--- src/hdl/s2i_pkg.sv ---
// s2i_pkg: types, character codes and the digit decoder of the string to integer parser.
// No dependencies; the input stage, the core, the top level and the testbench import it.
`default_nettype none

package s2i_pkg;

  typedef enum logic [2:0] {
    PH_DONE,
    PH_LEAD,
    PH_PREFIX,
    PH_ZERO,
    PH_DIGITS
  } phase_t;

  typedef struct packed {
    logic       valid;
    logic [7:0] ch;
    logic       start_req;
    logic [5:0] radix;
  } s2i_item_t;

  localparam logic [7:0] CH_NUL   = 8'h00;
  localparam logic [7:0] CH_TAB   = 8'h09;
  localparam logic [7:0] CH_SPACE = 8'h20;
  localparam logic [7:0] CH_PLUS  = 8'h2b;
  localparam logic [7:0] CH_MINUS = 8'h2d;
  localparam logic [7:0] CH_ZERO  = 8'h30;
  localparam logic [7:0] CH_NINE  = 8'h39;
  localparam logic [7:0] CH_UA    = 8'h41;
  localparam logic [7:0] CH_UX    = 8'h58;
  localparam logic [7:0] CH_UZ    = 8'h5a;
  localparam logic [7:0] CH_LA    = 8'h61;
  localparam logic [7:0] CH_LX    = 8'h78;
  localparam logic [7:0] CH_LZ    = 8'h7a;

  localparam logic [5:0] BASE_OCT = 6'd8;
  localparam logic [5:0] BASE_DEC = 6'd10;
  localparam logic [5:0] BASE_HEX = 6'd16;

  localparam logic [7:0] DIGIT_NONE   = 8'hff;
  localparam logic [7:0] LETTER_VALUE = 8'd10;

  function automatic logic [7:0] digit_of(input logic [7:0] c);
    logic [7:0] d;
    if (c inside {[CH_ZERO:CH_NINE]}) begin
      d = c - CH_ZERO;
    end else if (c inside {[CH_LA:CH_LZ]}) begin
      d = c - CH_LA + LETTER_VALUE;
    end else if (c inside {[CH_UA:CH_UZ]}) begin
      d = c - CH_UA + LETTER_VALUE;
    end else begin
      d = DIGIT_NONE;
    end
    return d;
  endfunction

endpackage

`default_nettype wire

--- src/hdl/s2i_in_if.sv ---
// s2i_in_if: character channel of the parser, valid/ready with one character per beat.
// No dependencies.
`default_nettype none

interface s2i_in_if;
  logic       valid;
  logic       ready;
  logic [7:0] ch;
  logic       start_req;
  logic [5:0] radix;

  modport source (output valid, output ch, output start_req, output radix, input ready);
  modport sink   (input valid, input ch, input start_req, input radix, output ready);
endinterface

`default_nettype wire

--- src/hdl/s2i_out_if.sv ---
// s2i_out_if: result channel of the parser, valid/ready with one parsed value per beat.
// No dependencies.
`default_nettype none

interface s2i_out_if;
  logic               valid;
  logic               ready;
  logic signed [63:0] value;
  logic        [15:0] end_offset;

  modport source (output valid, output value, output end_offset, input ready);
  modport sink   (input valid, input value, input end_offset, output ready);
endinterface

`default_nettype wire

--- src/hdl/s2i_in_stage.sv ---
// s2i_in_stage: input register of the parser; holds one character beat for the core.
// Depends on s2i_pkg and s2i_in_if.
`default_nettype none

module s2i_in_stage (
  input  wire logic         clk,
  input  wire logic         rst,
  s2i_in_if.sink            chars,
  input  wire logic         advance,
  output s2i_pkg::s2i_item_t held
);
  import s2i_pkg::*;

  assign chars.ready = !held.valid || advance;

  always_ff @(posedge clk) begin
    if (rst) begin
      held.valid <= 1'b0;
    end else if (chars.ready) begin
      held.valid <= chars.valid;
    end
    if (chars.ready) begin
      held.ch        <= chars.ch;
      held.start_req <= chars.start_req;
      held.radix     <= chars.radix;
    end
  end

endmodule

`default_nettype wire

--- src/hdl/s2i_core.sv ---
// s2i_core: parse state machine, multiply-add accumulator and result register.
// Depends on s2i_pkg and s2i_out_if.
`default_nettype none

module s2i_core #(
  parameter int OFFSET_BITS = 16
) (
  input  wire logic               clk,
  input  wire logic               rst,
  input  wire s2i_pkg::s2i_item_t held,
  output logic                    advance,
  s2i_out_if.source               results
);
  import s2i_pkg::*;

  phase_t                 phase, phase_next;
  logic                   negative, negative_next;
  logic [5:0]             active_base, active_base_next;
  logic [63:0]            accumulator, accumulator_next;
  logic [OFFSET_BITS-1:0] consumed, consumed_next;

  logic                   out_valid;
  logic signed [63:0]     out_value;
  logic [15:0]            out_offset;

  phase_t                 ph0;
  logic                   neg0;
  logic [5:0]             base0;
  logic [63:0]            acc0;
  logic [OFFSET_BITS-1:0] cnt0;
  logic [OFFSET_BITS+15:0] cnt_ext;

  logic       is_ws, is_sign, is_x;
  logic       lead_hold, lead_sign, at_prefix, prefix_zero, at_zero, zero_x, at_digits;
  logic [5:0] dig_base;
  logic [7:0] dig;
  logic       dig_ok, take_digit, emit, count, step;

  assign advance = !out_valid || results.ready;
  assign step    = held.valid && advance;

  // a start beat restarts the string before the character itself is looked at
  always_comb begin
    if (held.start_req) begin
      ph0   = PH_LEAD;
      neg0  = 1'b0;
      base0 = held.radix;
      acc0  = '0;
      cnt0  = '0;
    end else begin
      ph0   = phase;
      neg0  = negative;
      base0 = active_base;
      acc0  = accumulator;
      cnt0  = consumed;
    end
  end

  always_comb begin
    is_ws       = (held.ch == CH_SPACE) || (held.ch == CH_TAB);
    is_sign     = (held.ch == CH_MINUS) || (held.ch == CH_PLUS);
    is_x        = (held.ch == CH_LX) || (held.ch == CH_UX);
    lead_hold   = (ph0 == PH_LEAD) && is_ws;
    lead_sign   = (ph0 == PH_LEAD) && !is_ws && is_sign;
    at_prefix   = (ph0 == PH_PREFIX) || ((ph0 == PH_LEAD) && !is_ws && !is_sign);
    prefix_zero = at_prefix && (base0 == '0) && (held.ch == CH_ZERO);
    at_zero     = (ph0 == PH_ZERO);
    zero_x      = at_zero && is_x;
    at_digits   = (ph0 == PH_DIGITS) || (at_prefix && !prefix_zero) || (at_zero && !is_x);
    if (at_prefix && (base0 == '0)) begin
      dig_base = BASE_DEC;
    end else if (at_zero) begin
      dig_base = BASE_OCT;
    end else begin
      dig_base = base0;
    end
    dig        = digit_of(held.ch);
    dig_ok     = (held.ch != CH_NUL) && (dig < {2'b00, dig_base});
    take_digit = at_digits && dig_ok;
    emit       = at_digits && !dig_ok;
    count      = lead_hold || lead_sign || prefix_zero || zero_x || take_digit;
  end

  always_comb begin
    if (lead_hold) begin
      phase_next = PH_LEAD;
    end else if (lead_sign) begin
      phase_next = PH_PREFIX;
    end else if (prefix_zero) begin
      phase_next = PH_ZERO;
    end else if (zero_x || take_digit) begin
      phase_next = PH_DIGITS;
    end else if (emit) begin
      phase_next = PH_DONE;
    end else begin
      phase_next = ph0;
    end
  end

  always_comb begin
    negative_next = lead_sign ? (held.ch == CH_MINUS) : neg0;
    if (zero_x) begin
      active_base_next = BASE_HEX;
    end else if (at_digits) begin
      active_base_next = dig_base;
    end else begin
      active_base_next = base0;
    end
    if (take_digit) begin
      accumulator_next = acc0 * {58'd0, dig_base} + {56'd0, dig};
    end else begin
      accumulator_next = acc0;
    end
    if (count && (cnt0 != '1)) begin
      consumed_next = cnt0 + OFFSET_BITS'(1);
    end else begin
      consumed_next = cnt0;
    end
    cnt_ext = {16'd0, cnt0};
  end

  always_ff @(posedge clk) begin
    if (rst) begin
      phase       <= PH_DONE;
      negative    <= 1'b0;
      active_base <= '0;
      accumulator <= '0;
      consumed    <= '0;
      out_valid   <= 1'b0;
    end else begin
      if (step) begin
        phase       <= phase_next;
        negative    <= negative_next;
        active_base <= active_base_next;
        accumulator <= accumulator_next;
        consumed    <= consumed_next;
      end
      if (step && emit) begin
        out_valid <= 1'b1;
      end else if (results.ready) begin
        out_valid <= 1'b0;
      end
    end
    if (step && emit) begin
      out_value  <= neg0 ? -$signed(acc0) : $signed(acc0);
      out_offset <= cnt_ext[15:0];
    end
  end

  assign results.valid      = out_valid;
  assign results.value      = out_value;
  assign results.end_offset = out_offset;

endmodule

`default_nettype wire

--- src/hdl/string_to_integer_parser.sv ---
// string_to_integer_parser: top level of the streaming strtol-style integer parser.
// Depends on s2i_pkg, s2i_in_if, s2i_out_if, s2i_in_stage and s2i_core.
//
// One character per beat on chars; a beat with start_req begins a new string and samples
// radix (0 detects 0x/0X hex, a leading 0 octal, else decimal). Leading spaces and tabs
// and one sign are skipped, digits and letters below the base accumulate modulo 2^64,
// and the first other character (NUL included) yields one beat on results with the
// signed value and the offset of that character, saturating at 2^OFFSET_BITS-1 and
// reported in 16 bits. Characters after the stop give nothing until the next start.
// The block takes one character every cycle while no stalled result holds the core: each
// beat passes an input register, then a single 64x6 multiply-add updates the state and
// loads the result register. A stalled result holds the core, and the input register
// still takes one more beat.
`default_nettype none

module string_to_integer_parser #(
  parameter int OFFSET_BITS = 16
) (
  input  wire logic clk,
  input  wire logic rst,
  s2i_in_if.sink    chars,
  s2i_out_if.source results
);
  import s2i_pkg::*;

  s2i_item_t held;
  logic      advance;

  s2i_in_stage u_in_stage (
    .clk     (clk),
    .rst     (rst),
    .chars   (chars),
    .advance (advance),
    .held    (held)
  );

  s2i_core #(
    .OFFSET_BITS (OFFSET_BITS)
  ) u_core (
    .clk     (clk),
    .rst     (rst),
    .held    (held),
    .advance (advance),
    .results (results)
  );

endmodule

`default_nettype wire

--- src/flat_wrapper.sv ---
// flat-port wrapper written by rule: the top's interface ports become plain ports
module string_to_integer_parser_flat import s2i_pkg::*;
#(
  parameter int OFFSET_BITS = 16
)
  (clk, rst, chars_valid, chars_ch, chars_start_req, chars_radix, chars_ready, results_valid, results_value, results_end_offset, results_ready);
  s2i_in_if chars_i ();
  s2i_out_if results_i ();
  input  wire logic clk;
  input  wire logic rst;
  input wire logic [$bits(chars_i.valid)-1:0] chars_valid;
  input wire logic [$bits(chars_i.ch)-1:0] chars_ch;
  input wire logic [$bits(chars_i.start_req)-1:0] chars_start_req;
  input wire logic [$bits(chars_i.radix)-1:0] chars_radix;
  output wire logic [$bits(chars_i.ready)-1:0] chars_ready;
  output wire logic [$bits(results_i.valid)-1:0] results_valid;
  output wire logic [$bits(results_i.value)-1:0] results_value;
  output wire logic [$bits(results_i.end_offset)-1:0] results_end_offset;
  input wire logic [$bits(results_i.ready)-1:0] results_ready;
  assign chars_i.valid = chars_valid;
  assign chars_i.ch = chars_ch;
  assign chars_i.start_req = chars_start_req;
  assign chars_i.radix = chars_radix;
  assign chars_ready = chars_i.ready;
  assign results_valid = results_i.valid;
  assign results_value = results_i.value;
  assign results_end_offset = results_i.end_offset;
  assign results_i.ready = results_ready;
  string_to_integer_parser #(.OFFSET_BITS(OFFSET_BITS)) u_core (.clk(clk), .rst(rst), .chars(chars_i), .results(results_i));
endmodule
--- config.mk ---
export PLATFORM = sky130hd
export DESIGN_NAME = string_to_integer_parser_flat
export DESIGN_NICKNAME = d
export VERILOG_FILES = /design/src/hdl/s2i_pkg.sv /design/src/hdl/s2i_in_if.sv /design/src/hdl/s2i_out_if.sv /design/src/hdl/s2i_in_stage.sv /design/src/hdl/s2i_core.sv /design/src/hdl/string_to_integer_parser.sv /design/src/flat_wrapper.sv
export SDC_FILE = /design/constraint.sdc
export NUM_CORES = 1
export LEC_CHECK = 0
export BUFFER_PORTS_ARGS = -buffer_cell sky130_fd_sc_hd__buf_4
export CORE_MARGIN = 8
export CORE_UTILIZATION = 40
export DETAILED_ROUTE_END_ITERATION = 8
export PLACE_DENSITY_LB_ADDON = 0.25
export RECOVER_POWER = 25
export SYNTH_ARGS = -nofsm -noshare
export SYNTH_HDL_FRONTEND = slang
export SYNTH_SLANG_ARGS = --single-unit
export TNS_END_PERCENT = 50
--- constraint.sdc ---
create_clock -name clk -period 7.5 [get_ports clk]
set_clock_uncertainty 0.15 [all_clocks]
set_input_delay 0.75 -clock clk [delete_from_list [all_inputs] [get_ports clk]]
set_output_delay 0.75 -clock clk [all_outputs]
set_load 0.02 [all_outputs]
==> results.cfg <==
[synth]
yosysWarnings = 0
synthArstFlopShare_pct = 0
netlist_top_cells_count = 478 x nor2_1, 242 x fa_1, 231 x nand2_1, 142 x ha_1, 120 x inv_1
synth.area.top_cells = fa_1 23%, edfxtp_1 14%, dfxtp_1 8.9%
synth-seq-area-share_pct = 22.7
synth_most_common_cell = nor2_1
synth_edf_count = 95
ys_types = 81
ys_ff_latch = 187
netlist.area_leader.share_pct = 23.4
synth_flop_cell = edfxtp_1
postSynthNetCount = 2760
syn_area_per_cell_um2 = 8.77
syn_inst = 2357
synth_area_um2 = 20700
yosys.area.top_type = fa_1

[pwr]
p_per_area_nw_per_um2 = 101
power.leakage_nw = 10.4
peakVddDrop_uv = 189

[finish]
layoutNonFillerInstCount = 3092
fillCellCount = 5043
diodes = 0
final_nets = 2802
drive_above_1_share_pct = 8.42
fin_util_pct = 44.6
syn2layout_area_growth_pct = 10.4

[die]
die_area_um2 = 59200
die_w_um = 243
io_pins = 101
core_area_um2 = 51200
start_util_pct = 40.4
die_y_um = 243
rows = 83

[timing]
holdWs_ns = 0.288
period_minus_slack_ns = 7.17
final.setup.tns_ns = 0
setup_viol = 0
timing.fmax_mhz = 139
finalCritPeriodShare_pct = 95.7
rsz0062_at_grt = true
hold_violations = 0
tightest_slew_ns = 3.15
max-slew-margin-rel_pct = -110
drv_slew = 65

[route]
drc = 0
antenna_left = 0
via_count = 17500
dr.pass1.iters = 8
totalWireLength_um = 60500
drt_first_iter_violations = 1289
wl_per_cell_um = 19.6
vias_per_cell = 5.64

[run_status]
violations = max-capacitance violations, max-slew violations
outcome = complete, but fails checks

[worst_hold_path]
hold_class = primary input to flop

[place]
hpwl_um = 46900
routabilityCongestion = 0.897
dp.cells = 3055
portBuffers = 100

[clock_tree]
hold_buffers = 0
root_buffer = clkbuf_16
clock-sinks = 187
clockBufferDepth = 2
cts_made_buffers = 17
htree_levels = 4
clk_latency_ns = 0.51
clk_pin_slew_ns = 0.08
cts_tree = yes

[setup_path]
cp_num_buf_inv = 4
cp-start-kind = flop
critPathCaptureType = flop
worst_path_most_repeated_cell = fa_1
crit_arrival_ns = 7.43
critical_path_class = flop to flop
cp.required_ns = 7.75
crit_slowest_cell = fa_1
crit_fanout = 10
cpPeakStageDelay_ns = 0.55
reg2reg_slack_ns = 0.33
critPathTopFamily = adder cells

[global_route]
grt_pass1_wl_um = 99500
grt_antenna_before_repair = 0
grt_max_degree = 75
top_usage_layer = met2
use_met2_pct = 33.8
met3_usage_pct = 3.49
globalRouteMet1Util_pct = 27.4
overflow = 0
grtUsageTotal_pct = 20.6
first_global_vias = 18100

[run]
maxCapViolCount = 1
==> layout make-up <==
class                      count  area, um2  share of cell area [%]
sequential                   187       4700                    20.6
multi-input combinational   1911      15200                    66.5
inverter                     123        465                    2.04
tap                          680        851                    3.73
clock inverter                14        135                   0.592
timing repair buffer         159       1050                    4.61
clock buffer                  18        439                    1.92
==> where the power goes <==
part           internal, mW  total, mW  switching (mW)
clock network         0.445      0.929           0.484
logic                0.0694      0.265           0.196
registers              1.09       1.10          0.0115
total                  1.60       2.29           0.692
==> cells in the final DEF (no fill, tap or decap), types with 20 or more instances in the layout <==
cell type | synthesis | final
xor2_1 | 88 | 88
a22oi_1 | 41 | 41
nand2_1 | 231 | 231
nor3_1 | 25 | 23
clkbuf_1 | 118 | 44
nand3_1 | 32 | 31
o21ai_0 | 80 | 74
inv_1 | 120 | 120
o31ai_1 | 21 | 20
nor2_1 | 478 | 476
a21o_1 | 33 | 33
buf_4 | 0 | 97
edfxtp_1 | 95 | 95
fa_1 | 242 | 242
ha_1 | 142 | 137
xnor2_1 | 48 | 48
a21oi_1 | 99 | 96
dfxtp_1 | 92 | 91
nor2b_1 | 50 | 50
nand4_1 | 26 | 26
==> through the flow <==
| stage | power [mW] | instance area, um2 | worst slack, ns |
|---|---|---|---|
| 6_report | 2.29 | 22800 | 0.325 |
| 3_5_place_dp | 1.39 | 22200 | -0.362 |
| 5_1_grt | 2.37 | 22800 | -0.0616 |
| 4_1_cts | 2.33 | 22800 | 0.000357 |
| 2_1_floorplan | 1.28 | 20700 | 0.230 |
| 3_3_place_gp | 1.38 | 22200 | -0.136 |
==> what timing repair did <==
action,4_1_cts,5_1_grt
hold endpoints to repair,0,0
pin swaps,1,9
resized for setup,11,30
endpoints found under the setup margin,11,34
buffers inserted,0,5
cloned,0,0
==> worst paths after layout <==
path	startpoint	to	cells past startpoint
max	u_core.u_in_stage.held[7]	u_core.u_core.accumulator[63]	27
min	chars_ch[5]	u_core.u_in_stage.held[12]	1
max reg2reg	u_core.u_in_stage.held[7]	u_core.u_core.accumulator[63]	27
min reg2reg	u_core.u_core.consumed[0]	u_core.u_core.consumed[0]	2
==> flip-flops by register name, indices dropped and copies added, names as in the netlist <==
register / count
u_core.u_core.results.end_offset: 16
u_core.u_core.accumulator: 64
u_core.u_in_stage.held: 16
u_core.u_core.results.valid: 1
u_core.u_core.results.value: 64
u_core.u_core.active_base: 6
u_core.u_core.negative: 1
u_core.u_core.phase: 3
u_core.u_core.consumed: 16
==> cell families after synthesis <==
| group | Yosys count | share of synthesized area, % |
|---|---|---|
| and+or+nand+nor | 962 | 20.6 |
| AOI/OAI and AO/OA | 419 | 13.6 |
| adders and majority gates | 384 | 32.0 |
| buffers and inverters | 259 | 4.74 |
| DFF | 187 | 22.7 |
| xor gates and xnor gates | 137 | 5.87 |
| muxes | 9 | 0.448 |
==> per-layer routing <==
layer | share of wire, % | vias up
li1 | - | 8067
met1 | 44 | 8679
met2 | 47 | 616
met3 | 6.1 | 91
met4 | 2.6 | 0
met5 | 0 | -
(Power assumes the default switching activity.)
